===== src/rtl/ubpm_pkg.sv =====
`timescale 1ns / 1ps

package ubpm_pkg;

	// Field widths
	localparam int RUN_RATE_W = 8;
	localparam int ADC_W      = 12;
	localparam int MV_W       = 13;
	localparam int LIMIT_W    = 4;
	localparam int RATE_W     = 7;
	localparam int ACTION_W   = 3;
	localparam int STATE_W    = 2;
	localparam int CNT_W      = 4;
	localparam int CFG_IDX_W  = 2;
	localparam int CFG_DATA_W = 13;

	// Sampling rate limits
	localparam logic [RATE_W-1:0] RATE_MIN = 7'd10;
	localparam logic [RATE_W-1:0] RATE_MAX = 7'd100;

	// Millivolt scaling: mv = floor(adc * 181 / 125), the 1.448 divider ratio.
	// The divide by 125 is a multiply by ceil(2^26 / 125) and a shift, exact
	// for every 20-bit numerator that a 12-bit sample can give.
	localparam int                  MV_NUM_W    = 8;
	localparam logic [MV_NUM_W-1:0] MV_NUM      = 8'd181;
	localparam int                  PROD_W      = ADC_W + MV_NUM_W;
	localparam int                  RECIP_W     = 20;
	localparam logic [RECIP_W-1:0]  MV_RECIP    = 20'd536871;
	localparam int                  RECIP_SHIFT = 26;
	localparam int                  SCALED_W    = PROD_W + RECIP_W;

	// Divide by ten for rates up to 100: x * 205 >> 11
	localparam int                 DIV10_W     = 8;
	localparam logic [DIV10_W-1:0] DIV10_MUL   = 8'd205;
	localparam int                 DIV10_SHIFT = 11;

	// Charge states
	localparam logic [STATE_W-1:0] ST_INIT = 2'd0;
	localparam logic [STATE_W-1:0] ST_USB  = 2'd1;
	localparam logic [STATE_W-1:0] ST_BAT  = 2'd2;
	localparam logic [STATE_W-1:0] ST_FULL = 2'd3;

	// Action codes
	localparam logic [ACTION_W-1:0] ACT_NONE        = 3'd0;
	localparam logic [ACTION_W-1:0] ACT_RESTART     = 3'd1;
	localparam logic [ACTION_W-1:0] ACT_CHARGE      = 3'd2;
	localparam logic [ACTION_W-1:0] ACT_USB_REPORT  = 3'd3;
	localparam logic [ACTION_W-1:0] ACT_USB_BREATHE = 3'd4;
	localparam logic [ACTION_W-1:0] ACT_BAT_REPORT  = 3'd5;
	localparam logic [ACTION_W-1:0] ACT_BAT_FAULT   = 3'd6;
	localparam logic [ACTION_W-1:0] ACT_BAT_OK      = 3'd7;

	// Configuration register indexes
	localparam logic [CFG_IDX_W-1:0] CFG_USB_THRESHOLD = 2'd0;
	localparam logic [CFG_IDX_W-1:0] CFG_MIN_BATTERY   = 2'd1;
	localparam logic [CFG_IDX_W-1:0] CFG_FAULT_LIMIT   = 2'd2;
	localparam logic [CFG_IDX_W-1:0] CFG_OK_LIMIT      = 2'd3;

	// Configuration reset values
	localparam logic [MV_W-1:0]    USB_THRESHOLD_RST = 13'd4500;
	localparam logic [MV_W-1:0]    MIN_BATTERY_RST   = 13'd3300;
	localparam logic [LIMIT_W-1:0] FAULT_LIMIT_RST   = 4'd10;
	localparam logic [LIMIT_W-1:0] OK_LIMIT_RST      = 4'd10;

	// Clamp the requested rate to 10..100 Hz
	function automatic logic [RATE_W-1:0] clamp_rate(input logic [RUN_RATE_W-1:0] rate);
		logic [RUN_RATE_W-1:0] res;
		res = rate;
		if (rate > {1'b0, RATE_MAX}) begin
			res = {1'b0, RATE_MAX};
		end else if (rate < {1'b0, RATE_MIN}) begin
			res = {1'b0, RATE_MIN};
		end
		return res[RATE_W-1:0];
	endfunction

	// Ticks between power checks: rate / 10
	function automatic logic [CNT_W-1:0] check_period(input logic [RATE_W-1:0] rate);
		logic [RATE_W+DIV10_W-1:0] prod;
		prod = {{DIV10_W{1'b0}}, rate} * {{RATE_W{1'b0}}, DIV10_MUL};
		return prod[DIV10_SHIFT +: CNT_W];
	endfunction

endpackage


===== src/rtl/usb_battery_power_monitor_top.sv =====
// USB / battery power monitor. Each input transaction is one sampling tick
// carrying the requested rate, a 12-bit battery sample and the cable-detect
// level; each tick returns exactly one result transaction with an action code,
// the clamped rate, a rate-change flag and, on every rate/10-th tick, the
// battery voltage in millivolts and the outcome of the power check. The block
// takes one tick per clock cycle while results are taken, and each tick
// passes a first and a second register stage: the first stage clamps the
// rate and forms adc*181, the second finishes the millivolt scaling and
// steps the charge state, counters and rate history, which are updated
// once per tick. The output register lets a new tick enter while a
// finished result still waits. Configuration writes take effect at once
// and must only be issued while no tick is in flight.
`timescale 1ns / 1ps

module usb_battery_power_monitor_top (
	input  logic                               clk,
	input  logic                               arst_n,
	// tick channel
	input  logic                               in_valid,
	output logic                               in_ready,
	input  logic [ubpm_pkg::RUN_RATE_W-1:0]    run_rate,
	input  logic [ubpm_pkg::ADC_W-1:0]         battery_adc,
	input  logic                               cable_low,
	// result channel
	output logic                               out_valid,
	input  logic                               out_ready,
	output logic [ubpm_pkg::ACTION_W-1:0]      action,
	output logic                               power_checked,
	output logic                               rate_changed,
	output logic [ubpm_pkg::RATE_W-1:0]        clamped_rate,
	output logic [ubpm_pkg::MV_W-1:0]          battery_mv,
	output logic [ubpm_pkg::STATE_W-1:0]       charge_state_out,
	// configuration
	input  logic                               cfg_we,
	input  logic [ubpm_pkg::CFG_IDX_W-1:0]     cfg_index,
	input  logic [ubpm_pkg::CFG_DATA_W-1:0]    cfg_data
);

	import ubpm_pkg::*;

	// Configuration registers
	logic [MV_W-1:0]    usb_threshold_q;
	logic [MV_W-1:0]    min_battery_q;
	logic [LIMIT_W-1:0] fault_limit_q;
	logic [LIMIT_W-1:0] ok_limit_q;

	// Stage 1 registers
	logic               valid_s1;
	logic [RATE_W-1:0]  rate_s1;
	logic [CNT_W-1:0]   period_s1;
	logic [PROD_W-1:0]  prod_s1;
	logic               cable_s1;

	// Monitor state
	logic [STATE_W-1:0] charge_q;
	logic [CNT_W-1:0]   tick_q;
	logic [CNT_W-1:0]   low_q;
	logic [CNT_W-1:0]   ok_q;
	logic [RATE_W-1:0]  last_rate_q;

	// Stage 2 (result) registers
	logic                valid_s2;
	logic [ACTION_W-1:0] action_s2;
	logic                checked_s2;
	logic                changed_s2;
	logic [RATE_W-1:0]   rate_s2;
	logic [MV_W-1:0]     mv_s2;
	logic [STATE_W-1:0]  charge_s2;

	// Next-state and stage 2 logic
	logic                load_s1;
	logic                adv_s2;
	logic [PROD_W-1:0]   prod_in;
	logic [SCALED_W-1:0] scaled;
	logic [MV_W-1:0]     mv_calc;
	logic [CNT_W-1:0]    tick_inc;
	logic                check;
	logic                usb_seen;
	logic [ACTION_W-1:0] action_d;
	logic [STATE_W-1:0]  charge_d;
	logic [CNT_W-1:0]    tick_d;
	logic [CNT_W-1:0]    low_d;
	logic [CNT_W-1:0]    ok_d;
	logic [RATE_W-1:0]   last_rate_d;

	// Handshake: stage 1 moves on whenever the result register is empty or being read
	assign adv_s2   = valid_s1 && (!valid_s2 || out_ready);
	assign in_ready = !valid_s1 || adv_s2;
	assign load_s1  = in_valid && in_ready;

	// First half of the millivolt scaling
	assign prod_in = {{MV_NUM_W{1'b0}}, battery_adc} * {{ADC_W{1'b0}}, MV_NUM};

	// Configuration writes
	always_ff @(posedge clk or negedge arst_n) begin
		if (!arst_n) begin
			usb_threshold_q <= USB_THRESHOLD_RST;
			min_battery_q   <= MIN_BATTERY_RST;
			fault_limit_q   <= FAULT_LIMIT_RST;
			ok_limit_q      <= OK_LIMIT_RST;
		end else if (cfg_we) begin
			unique case (cfg_index)
				CFG_USB_THRESHOLD: usb_threshold_q <= cfg_data[MV_W-1:0];
				CFG_MIN_BATTERY:   min_battery_q   <= cfg_data[MV_W-1:0];
				CFG_FAULT_LIMIT:   fault_limit_q   <= cfg_data[LIMIT_W-1:0];
				CFG_OK_LIMIT:      ok_limit_q      <= cfg_data[LIMIT_W-1:0];
			endcase
		end
	end

	// Stage 1: capture the tick
	always_ff @(posedge clk or negedge arst_n) begin
		if (!arst_n) begin
			valid_s1 <= 1'b0;
		end else if (in_ready) begin
			valid_s1 <= in_valid;
		end
	end

	always_ff @(posedge clk) begin
		if (load_s1) begin
			rate_s1   <= clamp_rate(run_rate);
			period_s1 <= check_period(clamp_rate(run_rate));
			prod_s1   <= prod_in;
			cable_s1  <= cable_low;
		end
	end

	// Finish the scaling: divide by 125 through the reciprocal
	assign scaled  = {{RECIP_W{1'b0}}, prod_s1} * {{PROD_W{1'b0}}, MV_RECIP};
	assign mv_calc = scaled[RECIP_SHIFT +: MV_W];

	// Tick counter, charge state machine and debounce counters
	always_comb begin
		tick_inc    = tick_q + 1'b1;
		check       = tick_inc >= period_s1;
		usb_seen    = (mv_calc > usb_threshold_q) || cable_s1;
		action_d    = ACT_NONE;
		charge_d    = charge_q;
		tick_d      = check ? '0 : tick_inc;
		low_d       = low_q;
		ok_d        = ok_q;
		last_rate_d = rate_s1;
		if (check) begin
			priority if (usb_seen) begin
				low_d = '0;
				ok_d  = '0;
				priority if (charge_q == ST_BAT) begin
					// restart: drop all monitor state back to reset
					action_d    = ACT_RESTART;
					charge_d    = ST_INIT;
					tick_d      = '0;
					last_rate_d = '0;
				end else if (cable_s1) begin
					action_d = ACT_CHARGE;
					charge_d = ST_FULL;
				end else if (charge_q == ST_INIT) begin
					action_d = ACT_USB_REPORT;
					charge_d = ST_USB;
				end else begin
					action_d = ACT_USB_BREATHE;
				end
			end else if (charge_q == ST_FULL || charge_q == ST_INIT) begin
				action_d = ACT_BAT_REPORT;
				charge_d = ST_BAT;
				low_d    = '0;
				ok_d     = '0;
			end else if (mv_calc < min_battery_q) begin
				if (low_q < fault_limit_q) begin
					low_d = low_q + 1'b1;
				end else begin
					action_d = ACT_BAT_FAULT;
					ok_d     = '0;
				end
			end else begin
				low_d = '0;
				if (ok_q < ok_limit_q) begin
					ok_d = ok_q + 1'b1;
				end else begin
					action_d = ACT_BAT_OK;
					charge_d = ST_BAT;
				end
			end
		end
	end

	// Advance the monitor state once per tick
	always_ff @(posedge clk or negedge arst_n) begin
		if (!arst_n) begin
			charge_q    <= ST_INIT;
			tick_q      <= '0;
			low_q       <= '0;
			ok_q        <= '0;
			last_rate_q <= '0;
		end else if (adv_s2) begin
			charge_q    <= charge_d;
			tick_q      <= tick_d;
			low_q       <= low_d;
			ok_q        <= ok_d;
			last_rate_q <= last_rate_d;
		end
	end

	// Stage 2: result register
	always_ff @(posedge clk or negedge arst_n) begin
		if (!arst_n) begin
			valid_s2 <= 1'b0;
		end else if (!valid_s2 || out_ready) begin
			valid_s2 <= valid_s1;
		end
	end

	always_ff @(posedge clk) begin
		if (adv_s2) begin
			action_s2  <= action_d;
			checked_s2 <= check;
			changed_s2 <= rate_s1 != last_rate_q;
			rate_s2    <= rate_s1;
			mv_s2      <= check ? mv_calc : '0;
			charge_s2  <= charge_d;
		end
	end

	assign out_valid        = valid_s2;
	assign action           = action_s2;
	assign power_checked    = checked_s2;
	assign rate_changed     = changed_s2;
	assign clamped_rate     = rate_s2;
	assign battery_mv       = mv_s2;
	assign charge_state_out = charge_s2;

	// Checks
	a_tick_bounded: assert property (@(posedge clk) disable iff (!arst_n)
		tick_q < 4'd10)
		else $error("tick counter beyond largest check period");

	a_idle_tick_quiet: assert property (@(posedge clk) disable iff (!arst_n)
		(out_valid && !power_checked) |-> (battery_mv == '0 && action == ACT_NONE))
		else $error("tick without power check carries a voltage or action");

	a_restart_state: assert property (@(posedge clk) disable iff (!arst_n)
		(out_valid && action == ACT_RESTART) |-> (charge_state_out == ST_INIT))
		else $error("restart did not return to init state");

	a_charge_state: assert property (@(posedge clk) disable iff (!arst_n)
		(out_valid && action == ACT_CHARGE) |-> (charge_state_out == ST_FULL))
		else $error("charge shutdown without battery full state");

	a_rate_clamped: assert property (@(posedge clk) disable iff (!arst_n)
		out_valid |-> (clamped_rate >= RATE_MIN && clamped_rate <= RATE_MAX))
		else $error("clamped rate out of range");

	a_restart_clears: assert property (@(posedge clk) disable iff (!arst_n)
		(adv_s2 && check && usb_seen && charge_q == ST_BAT) |=>
			(charge_q == ST_INIT && tick_q == '0 && last_rate_q == '0))
		else $error("restart left monitor state behind");

endmodule

===== config.mk =====
export PLATFORM = sky130hd
export DESIGN_NAME = usb_battery_power_monitor_top
export DESIGN_NICKNAME = d
export VERILOG_FILES = /design/src/rtl/ubpm_pkg.sv /design/src/rtl/usb_battery_power_monitor_top.sv
export SDC_FILE = /design/constraint.sdc
export NUM_CORES = 1
export LEC_CHECK = 0
export BUFFER_PORTS_ARGS = -buffer_cell sky130_fd_sc_hd__buf_2
export CELL_PAD_IN_SITES_DETAIL_PLACEMENT = 1
export CELL_PAD_IN_SITES_GLOBAL_PLACEMENT = 1
export CORE_AREA = 3 3 214 216
export CTS_BUF_LIST = sky130_fd_sc_hd__clkbuf_8 sky130_fd_sc_hd__clkbuf_16
export DETAILED_ROUTE_END_ITERATION = 7
export DIE_AREA = 0 0 217 219
export PLACE_DENSITY = 0.51
export RECOVER_POWER = 25
export SYNTH_ARGS = -nofsm -noshare
export SYNTH_HDL_FRONTEND = slang
export SYNTH_SLANG_ARGS = --single-unit

===== constraint.sdc =====
create_clock -name clk -period 8.6 [get_ports clk]
set_input_delay 0.86 -clock clk [delete_from_list [all_inputs] [get_ports clk]]
set_output_delay 0.86 -clock clk [all_outputs]
set_load 0.02 [all_outputs]

# After elaboration in Yosys (flattened, before gate mapping)
# Index checks and enable logic that the tools add are counted.
dict set report op_classes {
  addsub 3
  magnitude_cmp 7
  mux 35
  reduce_logical 17
  n_mul 3
  eq_ne 8
}
# cell n
set ops {}
lappend ops {{two-way mux 4 bit} 13}
lappend ops {{two-way mux 7 bit} 6}
lappend ops {{multiplier 20 x 20 -> 39 bit (second input constant)} 1}
lappend ops {{two-way mux 3 bit} 8}
lappend ops {{multiplier 12 x 8 -> 20 bit (second input constant)} 1}
lappend ops {{two-way mux 2 bit} 8}
lappend ops {{multiplier 7 x 8 -> 15 bit (second input constant)} 1}
lappend ops {{greater-than comparator 13 bit} 1}
lappend ops {{less-than comparator 13 bit} 1}
lappend ops {{adder 4 x 1 -> 4 bit (second input constant)} 3}
lappend ops {{== test 2 bit (second input constant)} 4}
lappend ops {{greater-than comparator 8 x 7 -> 1 bit (second input constant)} 1}
lappend ops {{less-than comparator 4 bit} 2}
lappend ops {{less-than comparator 8 x 4 -> 1 bit (second input constant)} 1}
lappend ops {{AND reduction 2 bit} 4}
lappend ops {{inequality test 7 bit} 1}
lappend ops {{greater-or-equal comparator 4 bit} 1}
lappend ops {{logical NOT 2 bit} 2}
lappend ops {{logical OR 1 bit} 4}
lappend ops {{inequality test 4 x 3 -> 1 bit (second input constant)} 1}
lappend ops {{inequality test 4 bit (second input constant)} 1}
lappend ops {{AND reduction 4 bit} 1}
lappend ops {{nonzero test 4 bit} 1}
lappend ops {{AND reduction 3 bit} 1}
lappend ops {{other kinds (3)} 5}
dict set report totals {
  in_bits 41
  regBits 116
}

# Logic depth before layout (Yosys ltp)
# Gate-level depths: netlist of run 1.
dict set report depth {
  ltp_word 7
  depth_mapped 33
  ltp_nobuf 33
}

# Least setup slack after synthesis of run 1
# No wires, ideal clock.
dict set report synth_path {
  kind {register -> register}
  startpoint {register prod_s1[2]}
  endpoint {register low_q[1]}
  path_buffers 0
  t_arrival_ps 7585
  synth_period_minus_slack_ps 7653
  setup_ps 68
  required_time_ps 8532
  path_stages_with_launch 31
  slack_ps 947
  cell_sequence {edfxtp_1 > ha_1 > ha_1 > inv_1 > fa_1 > fa_1 > inv_1 > fa_1 > inv_1 > fa_1 > fa_1 > inv_1 > ha_1 > a211oi_1 > o21ai_0 > o2111ai_1 > a21oi_1 > a211o_1 > o41a_1 > a41oi_2 > and2b_1 > nor2b_1 > o31a_1 > ha_1 > a2111o_1 > a211o_1 > o221ai_1 > and3_1 > o211ai_1 > o21ai_0 > a32o_1}
}
dict set report synth_via {
  elab_chain_len 5
  elab_cells_between_ends 9
}
# element line_no
set synth_lines {}
lappend synth_lines {{start, declared} usb_battery_power_monitor_top.sv:51} ;# logic [PROD_W-1:0] prod_s1;
lappend synth_lines {{start signal, assigned} usb_battery_power_monitor_top.sv:124} ;# prod_s1 <= prod_in;
lappend synth_lines {{multiplier 20 x 20 -> 39 bit *} usb_battery_power_monitor_top.sv:130} ;# assign scaled = {{RECIP_W{1'b0}}, prod_s1} * {{PROD_W{1'b0}}, MV_RECIP};
lappend synth_lines {{via scaled[37]} usb_battery_power_monitor_top.sv:74} ;# logic [SCALED_W-1:0] scaled;
lappend synth_lines {{greater-than comparator 13 bit or less-than comparator 13 bit (tied branches)} {usb_battery_power_monitor_top.sv:137, usb_battery_power_monitor_top.sv:168}}
lappend synth_lines {{logical OR 1 bit or two-way mux 4 bit (tied branches)} {usb_battery_power_monitor_top.sv:137, usb_battery_power_monitor_top.sv:168}}
lappend synth_lines {{inequality test 4 x 3 -> 1 bit (no source line) or two-way mux 4 bit (tied branches)} n/a}
lappend synth_lines {{AND reduction 3 bit (no source line) or two-way mux 4 bit (tied branches)} n/a}
lappend synth_lines {{end signal, assigned} usb_battery_power_monitor_top.sv:198} ;# low_q <= low_d;
lappend synth_lines {{end, declared} usb_battery_power_monitor_top.sv:57} ;# logic [CNT_W-1:0] low_q;
# Mark *: on every way through the listed nets, which the timed path passes. The rest lies on a longest branch.
# A chain may end at the register's enable or synchronous reset.

# Final worst setup path of run 1
# Ends and elaborated chain as after synthesis.

==> results_dict.tcl, run 1 <==
set metrics [dict create \
    status "complete, but fails checks" \
    failed_checks "max-capacitance violations, max-slew violations" \
    io_pins 70 \
    finClkSkew_ns 0.0179 \
    cp_num_buf_inv 4 \
    wl_per_cell_um 16.6 \
    filler_cell_count 5022 \
    async_reset_ff_share_pct 49.1 \
    core_um2 44100 \
    cap_viol_max_count 1 \
    cts-htree-levels 4 \
    nets 1826 \
    clk_pin_slew_worst_paths_ns 0.06 \
    overflow 0 \
    cts_tree "done" \
    grt_usage_pct 14.3 \
    synth-edff-count 59 \
    firstDrtPassIters 4 \
    synth_flop_cell "edfxtp_1" \
    drive_gt1_share_pct 14.4 \
    wl_met3_um 956 \
    clock_latency_ns 0.43 \
    drt-vias-per-instance 4.55 \
    io_buffers 69 \
    grt_pass1_vias 9698 \
    fin_crit_sh_pct 96.3 \
    clkSinkCount 116 \
    top_layer_used "met5" \
    numCtsBuffers 17 \
    post-route-min-period_ns 8.28 \
    start_util_pct 29.8 \
    worstPathRequired_ns 8.96 \
    path_class "flop to flop" \
    ys_types 61 \
    std_cell_rows 77 \
    grt_max_degree 58 \
    dp_hpwl_um 28200 \
    fmax_mhz 121 \
    dieArea_um2 47500 \
    cts-hold-fix-buffers 0 \
    critPathMaxFanout 6 \
    antenna_left 0 \
    antenna_found_initial 1 \
    die_x_um 217 \
    yosysSeqAreaShare_pct 24.5 \
    syn_to_final_growth_pct 15.4 \
    worstSetupStartpointType "flop" \
    layout_common_cells "inv_1, ha_1, fa_1, buf_2, edfxtp_1" \
    drt_iter0_markers 272 \
    synth_area_um2 13100 \
    syn_avg_cell_area_um2 10.5 \
    vias 9000 \
    mostFrequentLayoutCell "inv_1" \
    whs_ns 0.489 \
    grt_pass1_wl_um 52800 \
    syn_nets 1708 \
    worst_pin_slew_ns 3.33 \
    route.final.wire_length_um 32800 \
    cp_top_family "adder cells" \
    setup_viol 0 \
    n_antenna_cell 0 \
    synth_cells 1254 \
    yosysTopAreaCell "ha_1" \
    slowest_delay_ns 0.55 \
    synth_warnings 0 \
    cts_root_buf "clkbuf_16" \
    cpMostUsedCell "fa_1" \
    end_kind "flop" \
    synth_area_leaders "ha_1, fa_1, edfxtp_1, inv_1, dfrtp_1" \
    die_h_um 219 \
    cpMaxStageDelayCell "fa_1" \
    wl_met1_um 15900 \
    clockBufferDepth 2 \
    wl_met2_um 15600 \
    gp_congestion 0.797 \
    hold_viol_final 0 \
    ys_ff_latch 116 \
    drc 0 \
    slew_viol_final 58 \
    max_slew_margin_pct -122 \
    synth_top_area_share_pct 28.0 \
    arrival_ns 8.63 \
    hold_path_class "flop to flop" \
]
metrics by stage:
stage | setup slack (ns) | instances | setup TNS [ns] | util (%) | cell area (um2)
floorplan | 0.947 | 1254 | 0 | - | 13100
global placement | -0.0982 | 1924 | -0.184 | 32.5 | 14300
detailed placement | -0.259 | 1924 | -0.858 | 32.5 | 14300
CTS | 0.00567 | 1956 | 0 | 33.9 | 14900
global route | -0.0375 | 1977 | -0.0759 | 34.4 | 15200
finish | 0.322 | 1977 | 0 | 34.4 | 15200
state kept, by name, indices dropped and copies added, names as in the netlist:
name / flops
tick_q: 4
charge_q: 2
usb_threshold_q: 13
fault_limit_q: 4
out_valid: 1
prod_s1: 20
rate_s1: 7
charge_state_out: 2
cable_s1: 1
low_q: 4
battery_mv: 13
ok_q: 4
period_s1: 4
valid_s1: 1
action: 3
clamped_rate: 7
power_checked: 1
ok_limit_q: 4
last_rate_q: 7
rate_changed: 1
min_battery_q: 13
repair_timing:
item,4_1_cts,5_1_grt
pin swaps,0,7
resized for setup,3,16
setup buffers,0,21
endpoints found under the setup margin,8,22
cells in the mapped netlist, drive strengths merged, types with 15 or more instances:
cell type	instances
mux2	22
inv	298
xnor2	24
ha	294
a21oi	44
nand2	46
dfrtp	42
o21ai	48
dfstp	15
a21o	28
nor2	36
fa	119
edfxtp	59
worst paths after layout:
check | from | end | slack, ns | depth (start not counted)
min reg2reg | low_q[3] | low_q[3] | 0.49 | 1
max | prod_s1[2] | low_q[1] | 0.32 | 30
min | low_q[3] | low_q[3] | 0.49 | 1
max reg2reg | prod_s1[2] | low_q[1] | 0.32 | 30
min in group asynchronous | arst_n | out_valid | 1.64 | 2
max in group asynchronous | arst_n | min_battery_q[4] | 5.07 | 2
cells by family after synthesis:
family	synth area share (%)
flops	24.5
fa+ha+maj	46.1
buf+inv	8.68
simple gates	6.33
xor+xnor	2.53
compound gates	9.77
mux	2.11
metal layers:
| layer | vias to the layer above | track usage (%) |
|---|---|---|
| met5 | - | 0 |
| met4 | 2 | 2.98 |
| met3 | 17 | 2.17 |
| met2 | 74 | 23.8 |
| met1 | 4456 | 19.7 |
| li1 | 4451 | - |
area by class of cell:
| type | count | area, um2 | share of cell area (%) |
|---|---|---|---|
| clock buffers | 17 | 425 | 2.80 |
| clock inverters | 15 | 181 | 1.20 |
| inverters | 298 | 1120 | 7.37 |
| multi-input cells | 834 | 8880 | 58.5 |
| flip-flops and latches | 116 | 3220 | 21.2 |
| well taps | 592 | 741 | 4.88 |
| repair buffers | 105 | 607 | 4.00 |
Power of run 1 is left out: the tool's default activity adds up to more than one toggle a clock period on the data nets, which glitch-free logic cannot reach.
==> inputs of run 2 (changes only) <==
- CTS_BUF_LIST: sky130_fd_sc_hd__clkbuf_8 sky130_fd_sc_hd__clkbuf_16 -> sky130_fd_sc_hd__clkbuf_4
==> results_dict.tcl, run 2 (synthesized netlist as in run 1, its figures left out) <==
set metrics [dict create \
    status "complete, but fails checks" \
    failed_checks "max-capacitance violations, max-slew violations" \
    numCtsBuffers 17 \
    syn_to_final_growth_pct 12.7 \
    slew_viol_final 58 \
    hold_path_class "input port to flop" \
    gp_congestion 0.797 \
    hold_depth 1 \
    io_buffers 69 \
    die_x_um 217 \
    drt_iter0_markers 263 \
    drive_gt1_share_pct 14.0 \
    critPathMaxFanout 6 \
    mostFrequentLayoutCell "inv_1" \
    fmax_mhz 121 \
    drc 0 \
    drt-vias-per-instance 4.55 \
    antenna_found_initial 2 \
    overflow 0 \
    vias 8975 \
    largest_reg_flops 20 \
    regArea_um2 3220 \
    cts-hold-fix-buffers 0 \
    setup_viol 0 \
    filler_cell_count 5055 \
    min_from "cable_low" \
    dp_hpwl_um 28200 \
    worstPathRequired_ns 9.10 \
    top_register "prod_s1" \
    cpMostUsedCell "fa_1" \
    r2r_start "prod_s1[2]" \
    clockBufferDepth 2 \
    worst_pin_slew_ns 3.20 \
    clock_latency_ns 0.57 \
    io_pins 70 \
    end_kind "flop" \
    route.final.wire_length_um 32700 \
    max_slew_margin_pct -113 \
    wl_per_cell_um 16.6 \
    setup_ws_ns 0.314 \
    whs_ns 0.464 \
    worst_r2r_path_depth 30 \
    grt_usage_pct 14.3 \
    nets 1821 \
    arrival_ns 8.78 \
    clk_pin_slew_worst_paths_ns 0.13 \
    dieArea_um2 47500 \
    start_util_pct 29.8 \
    path_class "flop to flop" \
    firstDrtPassIters 4 \
    worstSetupStartpointType "flop" \
    cts-htree-levels 4 \
    clkSinkCount 116 \
    post-route-min-period_ns 8.29 \
    antenna_left 0 \
    grt_pass1_wl_um 52800 \
    crit_start "prod_s1[2]" \
    std_cell_rows 77 \
    slowest_delay_ns 0.55 \
    cpMaxStageDelayCell "fa_1" \
    grt_max_degree 58 \
    die_h_um 219 \
    cts_root_buf "clkbuf_4" \
    cts_tree "done" \
    hold_viol_final 0 \
    post-place-ws_ns -0.259 \
    grt_pass1_vias 9692 \
    finClkSkew_ns 0.0272 \
    core_um2 44100 \
    layout_common_cells "inv_1, ha_1, fa_1, buf_2, edfxtp_1" \
    fin_crit_sh_pct 96.3 \
    multi_input_area_um2 8860 \
    cap_viol_max_count 1 \
]
## run 2: cell type report
class | count | share of cell area, %
Multi-Input combinational cell | 834 | 59.8
Tap cell | 592 | 5.00
Clock buffer | 17 | 0.861
Clock inverter | 15 | 1.22
Inverter | 298 | 7.55
Sequential cell | 116 | 21.7
Timing Repair Buffer | 100 | 3.84
Antenna cell | 1 | 0.0169
## run 2: path summary, 6_finish.rpt
kind	endpoint	slack, ns
min in group asynchronous	last_rate_q[0]	1.43
max in group asynchronous	low_q[2]	5.35
setup reg to reg	low_q[1]	0.31
setup / recovery	low_q[1]	0.31
hold reg to reg	low_q[3]	0.50
hold / removal	cable_s1	0.46
## run 2: critical path, delay by kind of cell, from the launching register on
kind / cells / cell delay [ns]
buf+inv: 4 / 0.21
compound gates: 14 / 3.44
simple gates: 3 / 0.52
flops: 1 / 0.50
fa+ha+maj: 9 / 3.52
## run 2: through the flow
step                      area, um2  cells  util [%]  TNS (ns)
after floorplan               13100   1254         -         0
after global placement        14300   1924      32.5    -0.184
after detailed placement      14300   1924      32.5    -0.858
after CTS                     14700   1959      33.3         0
after global routing          14800   1973      33.6   -0.0668
final                         14800   1973      33.6         0
## run 2: repair_timing
| item | CTS | global route |
|---|---|---|
| pin swaps | 0 | 7 |
| setup buffers | 3 | 13 |
| gates resized for setup | 3 | 15 |
| endpoints found under the setup margin | 9 | 21 |
## run 2: layer usage
metal	up-vias	part of all wire [%]	routed length, um	global-route usage (%)
met5	-	0.061	20	0
met3	16	2.5	805	2.42
met2	65	48	15600	23.8
met4	2	0.82	269	2.72
met1	4454	49	16000	19.6
li1	4438	-	-	-
Power of run 2 is left out for the same reason.
==> inputs of run 3 (changes only) <==
- CORE_AREA: 3 3 214 216 -> 3 3 163 283
- DIE_AREA: 0 0 217 219 -> 0 0 166 286
- MAX_ROUTING_LAYER: not set -> met4
==> results_dict.tcl, run 3 (synthesized netlist as in run 1, its figures left out) <==
set metrics [dict create \
    numCtsBuffers 17 \
    filler_cell_count 5025 \
    clock_latency_ns 0.63 \
    end_kind "flop" \
    io_buffers 69 \
    clkSinkCount 116 \
    drt_iter0_markers 239 \
    syn_to_final_growth_pct 13.6 \
    cp.depth 31 \
    route.final.wire_length_um 36100 \
    hold_path_class "input port to flop" \
    dpl-instance-area_um2 14400 \
    design_area_um2 14900 \
    drc 0 \
    cts_root_buf "clkbuf_4" \
    slowest_delay_ns 0.58 \
    cts_tree "done" \
    io_pins 70 \
    dp_cells 1912 \
    rr_endpoint "low_q[3]" \
    reg2reg_slack_ns 0.29 \
    cp_num_buf_inv 7 \
    mostFrequentLayoutCell "inv_1" \
    stdcell_count 1970 \
    arrival_ns 8.81 \
    antenna_left 0 \
    status "complete, but fails checks" \
    finalSetupTns_ns 0 \
    vias 9209 \
    dieArea_um2 47500 \
    grt_max_degree 58 \
    nets 1835 \
    layout_common_cells "inv_1, ha_1, fa_1, buf_2, edfxtp_1" \
    dp_hpwl_um 31700 \
    drive_gt1_share_pct 15.1 \
    post-route-min-period_ns 8.31 \
    cp_top_family "adder cells" \
    start_util_pct 29.7 \
    hold_viol_final 0 \
    worstPathRequired_ns 9.10 \
    largest_reg_flops 20 \
    firstDrtPassIters 4 \
    clk_pin_slew_worst_paths_ns 0.17 \
    fin_crit_sh_pct 96.7 \
    max_slew_margin_pct -124 \
    cpMostUsedCell "fa_1" \
    slew_viol_final 58 \
    gp_congestion 0.876 \
    clockBufferDepth 2 \
    grt_usage_pct 16.3 \
    die_x_um 166 \
    top_register "prod_s1" \
    worst_pin_slew_ns 3.36 \
    worstSetupStartpointType "flop" \
    std_cell_rows 102 \
    cts-htree-levels 4 \
    failed_checks "max-capacitance violations, max-slew violations" \
    setup_viol 0 \
    path_class "flop to flop" \
    finClkSkew_ns 0.0537 \
    grt_pass1_wl_um 58000 \
    cts-hold-fix-buffers 0 \
    critPathMaxFanout 6 \
    cpMaxStageDelayCell "edfxtp_1" \
    crit_start "prod_s1[8]" \
    drt-vias-per-instance 4.67 \
    antenna_found_initial 3 \
    final_core_util_pct 33.7 \
    fmax_mhz 120 \
    worst_r2r_path_depth 31 \
    wl_per_cell_um 18.3 \
    regArea_um2 3220 \
    grt_pass1_vias 10517 \
    overflow 0 \
    die_h_um 286 \
    multi_input_area_um2 8900 \
    crit_end "low_q[3]" \
    r2r_start "prod_s1[8]" \
    cap_viol_max_count 1 \
    core_um2 44300 \
]
run 3: changes by cell type in the layout (fill, tap and decap cells not counted), sizes merged:
cell and change:
clkinv +1, buf +15, diode +3, clkbuf -1, inv -1
run 3: worst reg2reg max path: cells and delay by family, from the launching register on:
family          cells  cell delay [ns]
fa+ha+maj           8             3.25
flops               1             0.58
buf+inv             7             0.80
simple gates        4             0.62
compound gates     12             2.91
run 3: per-layer routing:
metal  GRT usage (%)  vias up  wire length [um]
met4            5.27        0              1090
li1                -     4466                 -
met5               -        -                 0
met2            33.6       93             21900
met1            15.2     4606             12500
met3            2.06       44               638
run 3: per-stage QoR:
stage          hold WS [ns]  setup WS, ns
2_1_floorplan         0.451         0.947
3_3_place_gp          0.476         0.185
3_5_place_dp          0.489        0.0621
4_1_cts               0.352        0.0335
5_1_grt               0.369       -0.0323
6_report              0.432         0.286
run 3: cell type report:
| class | instances | area share, % |
|---|---|---|
| inverters | 298 | 7.49 |
| repair buffers | 114 | 4.52 |
| diodes | 4 | 0.0670 |
| well taps | 572 | 4.79 |
| flip-flops and latches | 116 | 21.5 |
| multi-input cells | 834 | 59.6 |
| clock buffers | 17 | 0.854 |
| clock inverters | 15 | 1.14 |
run 3: worst min path at each step:
stage	startpoint	endpoint	depth (start not counted)
floorplan	low_q[3]	low_q[3]	1
global placement	valid_s1	out_valid	1
detailed placement	valid_s1	out_valid	1
CTS	arst_n	tick_q[1]	2
global route	cable_low	cable_s1	1
finish	cable_low	cable_s1	1
run 3: timing repair:
| item | 4_1_cts | 5_1_grt |
|---|---|---|
| pin swaps | 0 | 10 |
| gates resized for setup | 1 | 24 |
| endpoints found under the setup margin | 5 | 22 |
| buffers inserted | 6 | 16 |
Power of run 3 is left out for the same reason.
